## src/fkv_pkg.sv

```systemverilog
// Package: item types, status and opcode codes, CRC helpers for the store.
package fkv_pkg;

   typedef struct packed {
      logic [1:0]  opcode;
      logic [63:0] key_bytes;
      logic [7:0]  key_length;
      logic [63:0] value_in;
      logic [7:0]  value_length_in;
      logic [7:0]  capacity;
   } req_type;

   typedef struct packed {
      logic [2:0]  status;
      logic        found;
      logic [63:0] value_out;
      logic [3:0]  length_out;
      logic [3:0]  slot_out;
      logic [4:0]  count_out;
   } rsp_type;

   // One stored record.
   typedef struct packed {
      logic [63:0] key;
      logic [3:0]  klen;
      logic [63:0] value;
      logic [3:0]  vlen;
      logic [31:0] crc;
   } slot_rec_type;

   // Priority chain passed from cell to cell.
   typedef struct packed {
      logic        hit;
      logic        free;
      logic [63:0] value;
      logic [3:0]  vlen;
      logic [31:0] crc;
   } chain_type;

   localparam logic [1:0] OP_SET    = 2'd0;
   localparam logic [1:0] OP_GET    = 2'd1;
   localparam logic [1:0] OP_DELETE = 2'd2;
   localparam logic [1:0] OP_EXISTS = 2'd3;

   localparam logic [2:0] ST_OK          = 3'd0;
   localparam logic [2:0] ST_INVALID     = 3'd1;
   localparam logic [2:0] ST_NO_RESOURCE = 3'd2;
   localparam logic [2:0] ST_IO_ERROR    = 3'd3;
   localparam logic [2:0] ST_BUF_SMALL   = 3'd4;

   localparam logic [31:0] CRC_POLY = 32'hEDB8_8320;
   localparam logic [31:0] CRC_INIT = 32'hFFFF_FFFF;

   // Keep the low n bytes of a word.
   function automatic logic [63:0] byte_mask(input logic [3:0] n);
      logic [63:0] m;
      m = '0;
      for (int i = 0; i < 8; i++) begin
         m[i*8 +: 8] = (4'(i) < n) ? 8'hFF : 8'h00;
      end
      return m;
   endfunction

   // Fold one byte into a reflected CRC-32.
   function automatic logic [31:0] crc_byte(input logic [31:0] c, input logic [7:0] b);
      logic [31:0] r;
      r = c ^ {24'd0, b};
      for (int i = 0; i < 8; i++) begin
         r = r[0] ? ((r >> 1) ^ CRC_POLY) : (r >> 1);
      end
      return r;
   endfunction

endpackage

```

## src/fkv_cell.sv

```systemverilog
// One slot of the table: stored record, key compare and priority chain link.
module fkv_cell (
   input  logic                 clock,
   input  logic                 reset,
   input  logic                 lookup,
   input  logic [63:0]          key,
   input  logic [3:0]           klen,
   input  logic                 wr_en,
   input  logic                 clr_en,
   input  fkv_pkg::slot_rec_type wr_rec,
   input  fkv_pkg::chain_type   chain_in,
   output fkv_pkg::chain_type   chain_out,
   output logic                 hit_sel,
   output logic                 free_sel
);
   import fkv_pkg::*;

   logic         used_ff, used_in;
   slot_rec_type rec_ff;
   logic         match_ff, match_in;

   // Compare the stored key against the request.
   assign match_in = used_ff && (rec_ff.klen == klen) && (rec_ff.key == key);

   always_comb begin
      used_in = used_ff;
      if (wr_en) begin
         used_in = 1'b1;
      end else if (clr_en) begin
         used_in = 1'b0;
      end
   end

   always_ff @(posedge clock) begin
      if (reset) begin
         used_ff  <= 1'b0;
         match_ff <= 1'b0;
      end else begin
         used_ff <= used_in;
         if (lookup) begin
            match_ff <= match_in;
         end
      end
   end

   // Hold the record; no reset needed.
   always_ff @(posedge clock) begin
      if (wr_en) begin
         rec_ff <= wr_rec;
      end
   end

   // First hit and first free slot win along the chain.
   assign hit_sel  = match_ff && !chain_in.hit;
   assign free_sel = !used_ff && !chain_in.free;

   always_comb begin
      chain_out      = chain_in;
      chain_out.hit  = chain_in.hit | match_ff;
      chain_out.free = chain_in.free | !used_ff;
      if (hit_sel) begin
         chain_out.value = rec_ff.value;
         chain_out.vlen  = rec_ff.vlen;
         chain_out.crc   = rec_ff.crc;
      end
   end

endmodule

```

## src/fkv_crc.sv

```systemverilog
// Byte-serial CRC-32 unit: one value byte per cycle.
module fkv_crc (
   input  logic        clock,
   input  logic        reset,
   input  logic        start,
   input  logic [63:0] data,
   input  logic [3:0]  len,
   output logic        done,
   output logic [31:0] crc
);
   import fkv_pkg::*;

   logic        busy_ff, busy_in;
   logic [31:0] crc_ff, crc_in;
   logic [63:0] data_ff, data_in;
   logic [3:0]  cnt_ff, cnt_in;

   assign done = busy_ff && (cnt_ff == 4'd0);
   assign crc  = ~crc_ff;

   always_comb begin
      busy_in = busy_ff;
      crc_in  = crc_ff;
      data_in = data_ff;
      cnt_in  = cnt_ff;
      if (start) begin
         busy_in = 1'b1;
         crc_in  = CRC_INIT;
         data_in = data;
         cnt_in  = len;
      end else if (busy_ff) begin
         if (cnt_ff == 4'd0) begin
            busy_in = 1'b0;
         end else begin
            // advance one byte
            crc_in  = crc_byte(crc_ff, data_ff[7:0]);
            data_in = data_ff >> 8;
            cnt_in  = cnt_ff - 4'd1;
         end
      end
   end

   always_ff @(posedge clock) begin
      if (reset) begin
         busy_ff <= 1'b0;
      end else begin
         busy_ff <= busy_in;
      end
   end

   always_ff @(posedge clock) begin
      crc_ff  <= crc_in;
      data_ff <= data_in;
      cnt_ff  <= cnt_in;
   end

endmodule

```

## src/fixed_slot_key_value_store_top.sv

```systemverilog
// Top level of the fixed-slot key/value store with value CRC-32.
//
// Request channel (req_*): one set, get, delete or exists item per handshake.
// Response channel (rsp_*): exactly one result item per request, in order.
// Config channel (csr_*): one bit, crc_enable, always ready; write it only
// while the store is idle.
// Timing: an item is taken only when the store is idle. Each item goes
// through match, pick and finish steps; with CRC enabled, a set that has
// a slot to write and a get that hits add a byte-serial CRC pass over the
// value between pick and finish. The finish step loads the result register,
// and the next item can be taken once the store is back in idle.
// The slots form a row of cells; each cell compares its key in parallel and
// passes first-hit and first-free flags plus hit data to its neighbor.
// Reset empties every slot, clears the count and sets crc_enable to 1.
// A stalled response holds in its output register; the next item is accepted
// meanwhile and its finish step waits until the register frees.
module fixed_slot_key_value_store_top #(
   parameter int RECORDS     = 16,
   parameter int KEY_BYTES   = 8,
   parameter int VALUE_BYTES = 8
) (
   input  logic             clock,
   input  logic             reset,
   input  logic             req_valid,
   output logic             req_ready,
   input  fkv_pkg::req_type req_payload,
   output logic             rsp_valid,
   input  logic             rsp_ready,
   output fkv_pkg::rsp_type rsp_payload,
   input  logic             csr_valid,
   output logic             csr_ready,
   input  logic             csr_wdata
);
   import fkv_pkg::*;

   localparam int IW = (RECORDS > 1) ? $clog2(RECORDS) : 1;
   localparam int CW = $clog2(RECORDS + 1);

   typedef enum logic [4:0] {
      S_IDLE  = 5'b00001,
      S_MATCH = 5'b00010,
      S_PICK  = 5'b00100,
      S_CRC   = 5'b01000,
      S_DONE  = 5'b10000
   } state_type;

   state_type state_ff, state_in;

   logic        crc_en_ff;
   req_type     req_ff;
   logic [63:0] key_ff, val_ff;
   logic [3:0]  klen_ff, vlen_ff;
   logic        invalid;

   logic          hit_ff, fresh_ff;
   logic [IW-1:0] idx_ff, idx_in;
   logic [63:0]   sval_ff;
   logic [3:0]    svlen_ff;
   logic [31:0]   scrc_ff;
   logic [31:0]   crc_res_ff;
   logic [CW-1:0] count_ff, count_in;

   rsp_type rsp_ff, rsp_in;
   logic    rsp_valid_ff;

   logic        crc_start, crc_done;
   logic [63:0] crc_data;
   logic [3:0]  crc_len;
   logic [31:0] crc_val;

   chain_type    chain [RECORDS+1];
   logic [RECORDS-1:0] hit_sel, free_sel, wr_vec, clr_vec;
   logic [IW-1:0] hit_idx, free_idx;
   slot_rec_type wr_rec;
   logic         fire, do_write, do_clear;

   assign req_ready   = (state_ff == S_IDLE);
   assign csr_ready   = 1'b1;
   assign rsp_valid   = rsp_valid_ff;
   assign rsp_payload = rsp_ff;

   // Config register.
   always_ff @(posedge clock) begin
      if (reset) begin
         crc_en_ff <= 1'b1;
      end else if (csr_valid) begin
         crc_en_ff <= csr_wdata;
      end
   end

   // Capture the request with key and value trimmed to their lengths.
   always_ff @(posedge clock) begin
      if (req_valid && req_ready) begin
         req_ff  <= req_payload;
         klen_ff <= req_payload.key_length[3:0];
         vlen_ff <= req_payload.value_length_in[3:0];
         key_ff  <= req_payload.key_bytes & byte_mask(req_payload.key_length[3:0]);
         val_ff  <= req_payload.value_in & byte_mask(req_payload.value_length_in[3:0]);
      end
   end

   assign invalid = (req_ff.key_length == 8'd0) ||
                    (req_ff.key_length > 8'(KEY_BYTES)) ||
                    ((req_ff.opcode == OP_SET) &&
                     (req_ff.value_length_in > 8'(VALUE_BYTES)));

   // Row of slot cells.
   assign chain[0] = '0;
   genvar g;
   generate
      for (g = 0; g < RECORDS; g++) begin : g_cell
         fkv_cell u_cell (
            .clock     (clock),
            .reset     (reset),
            .lookup    (state_ff == S_MATCH),
            .key       (key_ff),
            .klen      (klen_ff),
            .wr_en     (wr_vec[g]),
            .clr_en    (clr_vec[g]),
            .wr_rec    (wr_rec),
            .chain_in  (chain[g]),
            .chain_out (chain[g+1]),
            .hit_sel   (hit_sel[g]),
            .free_sel  (free_sel[g])
         );
         assign wr_vec[g]  = do_write && (idx_ff == IW'(g));
         assign clr_vec[g] = do_clear && (idx_ff == IW'(g));
      end
   endgenerate

   // Encode the one-hot picks.
   always_comb begin
      hit_idx  = '0;
      free_idx = '0;
      for (int i = 0; i < RECORDS; i++) begin
         if (hit_sel[i]) begin
            hit_idx = hit_idx | IW'(i);
         end
         if (free_sel[i]) begin
            free_idx = free_idx | IW'(i);
         end
      end
   end

   assign idx_in = chain[RECORDS].hit ? hit_idx : free_idx;

   // Start the CRC pass on the new value (set) or the stored one (get).
   assign crc_start = (state_ff == S_PICK) && !invalid && crc_en_ff &&
                      (((req_ff.opcode == OP_SET) &&
                        (chain[RECORDS].hit || chain[RECORDS].free)) ||
                       ((req_ff.opcode == OP_GET) && chain[RECORDS].hit));
   assign crc_data  = (req_ff.opcode == OP_SET) ? val_ff : chain[RECORDS].value;
   assign crc_len   = (req_ff.opcode == OP_SET) ? vlen_ff : chain[RECORDS].vlen;

   fkv_crc u_crc (
      .clock (clock),
      .reset (reset),
      .start (crc_start),
      .data  (crc_data),
      .len   (crc_len),
      .done  (crc_done),
      .crc   (crc_val)
   );

   // Hold the picked slot and its contents.
   always_ff @(posedge clock) begin
      if (state_ff == S_PICK) begin
         hit_ff   <= chain[RECORDS].hit;
         fresh_ff <= !chain[RECORDS].hit && chain[RECORDS].free;
         idx_ff   <= idx_in;
         sval_ff  <= chain[RECORDS].value;
         svlen_ff <= chain[RECORDS].vlen;
         scrc_ff  <= chain[RECORDS].crc;
      end
      if (crc_done) begin
         crc_res_ff <= crc_val;
      end
   end

   assign fire = (state_ff == S_DONE) && (!rsp_valid_ff || rsp_ready);

   // Sequencer.
   always_comb begin
      state_in = state_ff;
      unique case (state_ff)
         S_IDLE: begin
            if (req_valid) begin
               state_in = S_MATCH;
            end
         end
         S_MATCH: state_in = S_PICK;
         S_PICK:  state_in = crc_start ? S_CRC : S_DONE;
         S_CRC: begin
            if (crc_done) begin
               state_in = S_DONE;
            end
         end
         S_DONE: begin
            if (fire) begin
               state_in = S_IDLE;
            end
         end
         default: state_in = S_IDLE;
      endcase
   end

   // Build the result and the table update.
   always_comb begin
      rsp_in        = '0;
      count_in      = count_ff;
      do_write      = 1'b0;
      do_clear      = 1'b0;
      wr_rec.key    = key_ff;
      wr_rec.klen   = klen_ff;
      wr_rec.value  = val_ff;
      wr_rec.vlen   = vlen_ff;
      wr_rec.crc    = crc_en_ff ? crc_res_ff : 32'd0;
      rsp_in.status = ST_OK;
      if (invalid) begin
         rsp_in.status = ST_INVALID;
      end else begin
         rsp_in.found = hit_ff;
         unique case (req_ff.opcode)
            OP_SET: begin
               if (!hit_ff && !fresh_ff) begin
                  rsp_in.status = ST_NO_RESOURCE;
               end else begin
                  do_write        = fire;
                  rsp_in.slot_out = 4'(idx_ff);
                  if (fresh_ff && (count_ff < CW'(RECORDS))) begin
                     count_in = count_ff + CW'(1);
                  end
               end
            end
            OP_GET: begin
               if (!hit_ff) begin
                  rsp_in.status = ST_NO_RESOURCE;
               end else begin
                  rsp_in.slot_out = 4'(idx_ff);
                  if (crc_en_ff && (scrc_ff != crc_res_ff)) begin
                     rsp_in.status = ST_IO_ERROR;
                  end else begin
                     rsp_in.length_out = svlen_ff;
                     if ({4'd0, svlen_ff} > req_ff.capacity) begin
                        rsp_in.status = ST_BUF_SMALL;
                     end else begin
                        rsp_in.value_out = sval_ff;
                     end
                  end
               end
            end
            OP_DELETE: begin
               if (!hit_ff) begin
                  rsp_in.status = ST_NO_RESOURCE;
               end else begin
                  do_clear        = fire;
                  rsp_in.slot_out = 4'(idx_ff);
                  if (count_ff != '0) begin
                     count_in = count_ff - CW'(1);
                  end
               end
            end
            OP_EXISTS: begin
               if (hit_ff) begin
                  rsp_in.slot_out = 4'(idx_ff);
               end
            end
            default: rsp_in.status = ST_OK;
         endcase
      end
      rsp_in.count_out = 5'(count_in);
   end

   always_ff @(posedge clock) begin
      if (reset) begin
         state_ff     <= S_IDLE;
         count_ff     <= '0;
         rsp_valid_ff <= 1'b0;
      end else begin
         state_ff <= state_in;
         if (fire) begin
            count_ff     <= count_in;
            rsp_valid_ff <= 1'b1;
         end else if (rsp_ready) begin
            rsp_valid_ff <= 1'b0;
         end
      end
   end

   always_ff @(posedge clock) begin
      if (fire) begin
         rsp_ff <= rsp_in;
      end
   end

endmodule

```

## config.mk

```make
export PLATFORM = sky130hd
export DESIGN_NAME = fixed_slot_key_value_store_top
export DESIGN_NICKNAME = d
export VERILOG_FILES = /design/src/fkv_pkg.sv /design/src/fkv_cell.sv /design/src/fkv_crc.sv /design/src/fixed_slot_key_value_store_top.sv
export SDC_FILE = /design/constraint.sdc
export NUM_CORES = 2
export LEC_CHECK = 0
export ABC_AREA = 0
export BUFFER_PORTS_ARGS = -buffer_cell sky130_fd_sc_hd__clkbuf_2
export CAP_MARGIN = 20
export CORE_UTILIZATION = 50
export DETAILED_ROUTE_END_ITERATION = 12
export GPL_TIMING_DRIVEN = 0
export HOLD_SLACK_MARGIN = 0.15
export MAX_ROUTING_LAYER = met4
export PLACE_DENSITY = 0.66
export SLEW_MARGIN = 20
export SYNTH_ARGS = -nofsm -noshare
export SYNTH_HDL_FRONTEND = slang
export SYNTH_HIERARCHICAL = 1
export SYNTH_SLANG_ARGS = --single-unit
```

## constraint.sdc

```tcl
create_clock -name clock -period 20.3 [get_ports clock]
set_input_delay 4.06 -clock clock [delete_from_list [all_inputs] [get_ports clock]]
set_output_delay 4.06 -clock clock [all_outputs]
set_load 0.02 [all_outputs]
```

## Word level (Yosys, flattened, before mapping)

Index checks and enable logic that the tools add are counted.

- Register bits: 3214
- Bits in latches: 0
- RAM bits: 0
- Memory bits (read-only): 0
- Input port bits: 160
- Logic and storage cells: 604
- Memories kept: 0

- Add/sub/neg operators: 3
- Multipliers: 0
- Divide/modulo/power cells: 0
- Order comparisons: 20
- Equal/unequal tests: 60
- Shift operators: 0
- Mux-type cells: 144
- Bitwise operators: 45
- Reduce and logical (&&, ||, !) cells: 191

Operators with widths:

| cell | number |
|---|---|
| $mux W100 | 16 |
| $eq A64 B64 Y1 | 16 |
| $mux W32 | 9 |
| $mux W64 | 4 |
| $and A64 B64 Y64 | 2 |
| $mux W8 | 16 |
| $not A13 Y14 | 8 |
| $logic_and A1 B1 Y1 | 107 |
| $mux W4 | 24 |
| $eq A4 B4 Y1 | 16 |
| $logic_not A1 Y1 | 50 |
| $mux W1 | 45 |
| $mux W5 | 9 |
| $reduce_bool A2 Y1 | 18 |
| $mux W3 | 11 |
| $eq A4 B4 Y1 const B | 8 |
| $lt A3 B4 Y1 const A | 8 |
| $ne A32 B32 Y1 | 1 |
| $not A32 Y32 | 1 |
| $xor A32 B8 Y32 | 1 |
| $or A1 B1 Y1 | 30 |
| $pmux W5 S5 | 1 |
| $eq A4 B3 Y1 const B | 4 |
| $gt A8 B4 Y1 const B | 2 |
| 32 further kinds | 56 |

## Logic depth before layout (Yosys ltp)

- Depth after elaboration: 22
- Gate-level depth with buffers: 24
- Mapped depth without buffers: 22

## By module

The synthesis kept the hierarchy.

Modules (own cells, without submodules):

| module | instances | cells an instance | area an instance (um^2) |
|---|---|---|---|
| fkv_cell | 16 | 401 | 7174.4 |
| fixed_slot_key_value_store_top | 1 | 1015 | 15828.9 |
| fkv_crc | 1 | 366 | 4889.7 |

## Worst setup path before layout

Ideal clock, no wire load.

- Path kind: input to register
- Start: in rsp_ready
- End: reg g_cell[12].u_cell/rec_ff[0] (netlist bit) (enable)
- Library setup time: 0.903 ns
- Arrival time: 16.381 ns
- Required time: 19.397 ns
- Slack: 3.016 ns
- Cell stages on the path: 5
- Path buffers: 0
- Cells stage by stage: nand2b_1 nand4_1 nor4_2 nand3_1 nor3_1

- Cells in the longest elaborated chain, start to end: 6

RTL lines:

| item | line | source |
|---|---|---|
| from (decl) | fixed_slot_key_value_store_top.sv:28 | `input logic rsp_ready,` |
| $logic_or A1 B1 Y1 | fixed_slot_key_value_store_top.sv:180 | `assign fire = (state_ff == S_DONE) && (!rsp_valid_ff \|\| rsp_ready);` |
| $logic_and A1 B1 Y1 | fixed_slot_key_value_store_top.sv:180 |  |
| $mux W1 | fixed_slot_key_value_store_top.sv:225 | `if (!hit_ff && !fresh_ff) begin` |
| $mux W1 | fixed_slot_key_value_store_top.sv:223 | `unique case (req_ff.opcode)` |
| $mux W1 | fixed_slot_key_value_store_top.sv:219 | `if (invalid) begin` |
| $logic_and A1 B1 Y1 | fixed_slot_key_value_store_top.sv:126 | `assign wr_vec[g] = do_write && (idx_ff == IW'(g));` |
| named net wr_vec[12] | fixed_slot_key_value_store_top.sv:72 | `logic [RECORDS-1:0] hit_sel, free_sel, wr_vec, clr_vec;` |
| to (signal assigned) | fkv_cell.sv:49 | `rec_ff <= wr_rec;` |
| to (decl) | fkv_cell.sv:19 | `slot_rec_type rec_ff;` |

The timed path passes the listed nets, and every way through them passes these cells.
A chain may end at the register's enable or synchronous reset.

## Worst setup path after layout

- Start: in rsp_ready
- End: reg g_cell[0].u_cell/rec_ff[81] (netlist bit) (enable)

- Cells in the longest elaborated chain, start to end: 6

RTL lines:

| item | line |
|---|---|
| $logic_or A1 B1 Y1 | fixed_slot_key_value_store_top.sv:180 |
| $logic_and A1 B1 Y1 | fixed_slot_key_value_store_top.sv:180 |
| $mux W1 | fixed_slot_key_value_store_top.sv:225 |
| $mux W1 | fixed_slot_key_value_store_top.sv:223 |
| $mux W1 | fixed_slot_key_value_store_top.sv:219 |
| $logic_and A1 B1 Y1 | fixed_slot_key_value_store_top.sv:126 |
| named net wr_vec[0] | fixed_slot_key_value_store_top.sv:72 |
| to (signal assigned) | fkv_cell.sv:49 |
| to (decl) | fkv_cell.sv:19 |

The timed path passes the listed nets, and every way through them passes these cells.

==> flow_metrics.py <==
metrics = {
    "die": {
        "core_um2": 269000,
        "die-area_um2": 273000,
        "rows": 190,
        "die_w_um": 523,
        "die_h_um": 523,
        "initial_core_util_pct": 50.4,
        "io_pins": 244,
    },
    "placement": {
        "dpl.hpwl_um": 225000,
        "dp_slack_ns": 11.90,
        "post_dp_cell_area_um2": 147000,
        "io_buffers": 242,
        "gp_congestion": 0.880,
    },
    "layout": {
        "syn_to_final_growth_pct": 16.6,
        "multiInputGateArea_um2": 38000,
        "fin_area_um2": 158000,
        "nNetsFinal": 8979,
        "mostFrequentLayoutCells": "edfxtp_1, mux2_2, xnor2_1",
        "n_fill_cell": 20082,
        "final_common_cell": "edfxtp_1",
        "regArea_um2": 95500,
        "drive_above_1_share_pct": 33.8,
    },
    "pwr": {
        "total_power_mw": 14.2,
        "powerDensity_nw_per_um2": 90.1,
        "leakage_nw": 51.3,
        "peakVddDrop_v": 0.0000908,
    },
    "setup_path": {
        "crit_required_ns": 20.90,
        "critPathLaunch": "rsp_ready",
        "r2r_slack_ns": 13.12,
        "r2r-start": "g_cell[0].u_cell/match_ff",
        "cp-end-kind": "register",
        "startpoint_type": "input pin",
        "r2r_cells": 21,
        "cp-endpoint": "g_cell[0].u_cell/rec_ff[81]",
        "critPathKind": "in -> reg",
        "r2r_end": "u_crc/data_ff[23]",
        "cp.arrival_ns": 8.12,
        "crit_path_max_fanout": 10,
    },
    "global_routing": {
        "antenna_found_initial": 19,
        "grt_pass1_wl_um": 470000,
        "grt_pass1_vias": 71925,
        "grt.met3_usage_pct": 2.96,
        "grt_util_met1_pct": 31.4,
        "grt.met2_usage_pct": 38.1,
        "grt_overflow": 0,
        "busiest_layer": "met2",
        "grt_max_degree": 51,
        "grt.total_usage_pct": 23.9,
    },
    "detailed_routing": {
        "vias": 70356,
        "firstDrtPassIters": 6,
        "viasPerCell": 5.57,
        "postRouteAntennaNets": 0,
        "drt-initial-drc-count": 6193,
        "wl_per_cell_um": 25.1,
        "routed_wl_um": 317000,
        "drc": 0,
    },
    "logic_synthesis": {
        "yosysWarningCount": 6,
        "synth_area_per_cell_um2": 17.4,
        "netlist_area_um2": 136000,
        "synthCells": 7796,
    },
    "sta": {
        "hold_ws_ns": 0.476,
        "setup_viol": 0,
        "fin_setup_tns_ns": 0,
        "fin_skew_ns": 0.0579,
        "setup_ws_ns": 12.78,
        "hold_viol": 0,
        "finalCriticalPeriod_ns": 7.52,
        "slew_headroom_pct": 15.0,
        "rsz0062_at_grt": "false",
        "fmax_ghz": 0.133,
        "worst_pin_slew_ns": 1.26,
        "final_max_slew_viol_count": 0,
        "finalCritPeriodShare_pct": 37.0,
    },
    "run_status": {
        "status": "completed",
    },
    "cts": {
        "cts_root_buffer": "clkbuf_16",
        "clk_pin_slew_ns": 0.06,
        "cts_tree": "done",
        "cts_num_sinks": 3206,
        "post_cts_buffers": 0,
        "cts_resized": 0,
        "htreeDepth": 5,
        "cts_hold_buffers": 0,
        "clk_latency_ns": 0.94,
        "cts_max_path_buffers": 4,
        "cts_buffers": 335,
    },
    "hold_path": {
        "hold_class": "reg -> reg",
    },
    "run": {
        "cap_violations": 0,
    },
}
## layout make-up
class                   count  share of cell area [%]
plain buffers             241                   0.972
inverters                 308                   0.735
multi-input cells        4143                    24.0
clock inverters           170                   0.935
clock buffers             436                    5.72
flip-flops and latches   3206                    60.5
repair buffers            577                    4.33
well taps                3552                    2.81
diodes                      8                  0.0127
## per-layer routing
layer / share of wire, % / routed length [um] / up-vias
met3: 5.4 / 17100 / 539
li1: - / - / 31865
met5: 0 / 0 / -
met4: 4.1 / 12900 / 0
met2: 48 / 153000 / 2100
met1: 42 / 134000 / 35852
## sequential cells by signal, indices dropped and copies added, names as in the netlist, 64 cells and up
| signal | cells |
|---|---|
| key_ff | 64 |
| rsp_payload | 81 |
| sval_ff | 64 |
| u_crc/data_ff | 64 |
| val_ff | 64 |
| g_cell.u_cell/rec_ff | 2688 |
## report_power, final
| group | leakage [nW] | total [mW] | internal, mW | switching (mW) |
|---|---|---|---|---|
| clock network | 5.15 | 5.89 | 3.35 | 2.53 |
| logic | 17.4 | 0.852 | 0.418 | 0.434 |
| registers | 28.8 | 7.49 | 7.36 | 0.134 |
## critical path, stage by stage
cell	delay, ns
clkbuf_2	0.07
nand2b_1	0.30
nand4_1	0.51
nor4_2	0.60
nand2_1	0.37
nor3_2	0.78
buf_4	0.35
buf_4	0.25
buf_4	0.22
buf_4	0.20
buf_6	0.17
buf_4	0.20
## worst min path at each step
stage                           endpoint  depth (start not counted)  slack, ns                 startpoint
5_1_grt        g_cell[0].u_cell/match_ff                          2       0.49  g_cell[0].u_cell/match_ff
4_1_cts                 u_crc/crc_ff[14]                          1       0.47           u_crc/crc_ff[14]
6_report                u_crc/crc_ff[14]                          1       0.48           u_crc/crc_ff[14]
3_5_place_dp            u_crc/crc_ff[14]                          1       0.46           u_crc/crc_ff[14]
2_1_floorplan  g_cell[0].u_cell/match_ff                          2       0.43  g_cell[0].u_cell/match_ff
3_3_place_gp            u_crc/crc_ff[10]                          1       0.44           u_crc/crc_ff[10]
## metrics by stage
step                      utilization (%)  instances
after floorplan                         -       7898
after global placement               52.7      11692
after detailed placement             54.9      12026
after CTS                            58.8      12632
after global routing                 58.8      12637
final                                58.8      12641
Power figures use the tool's default switching activity.
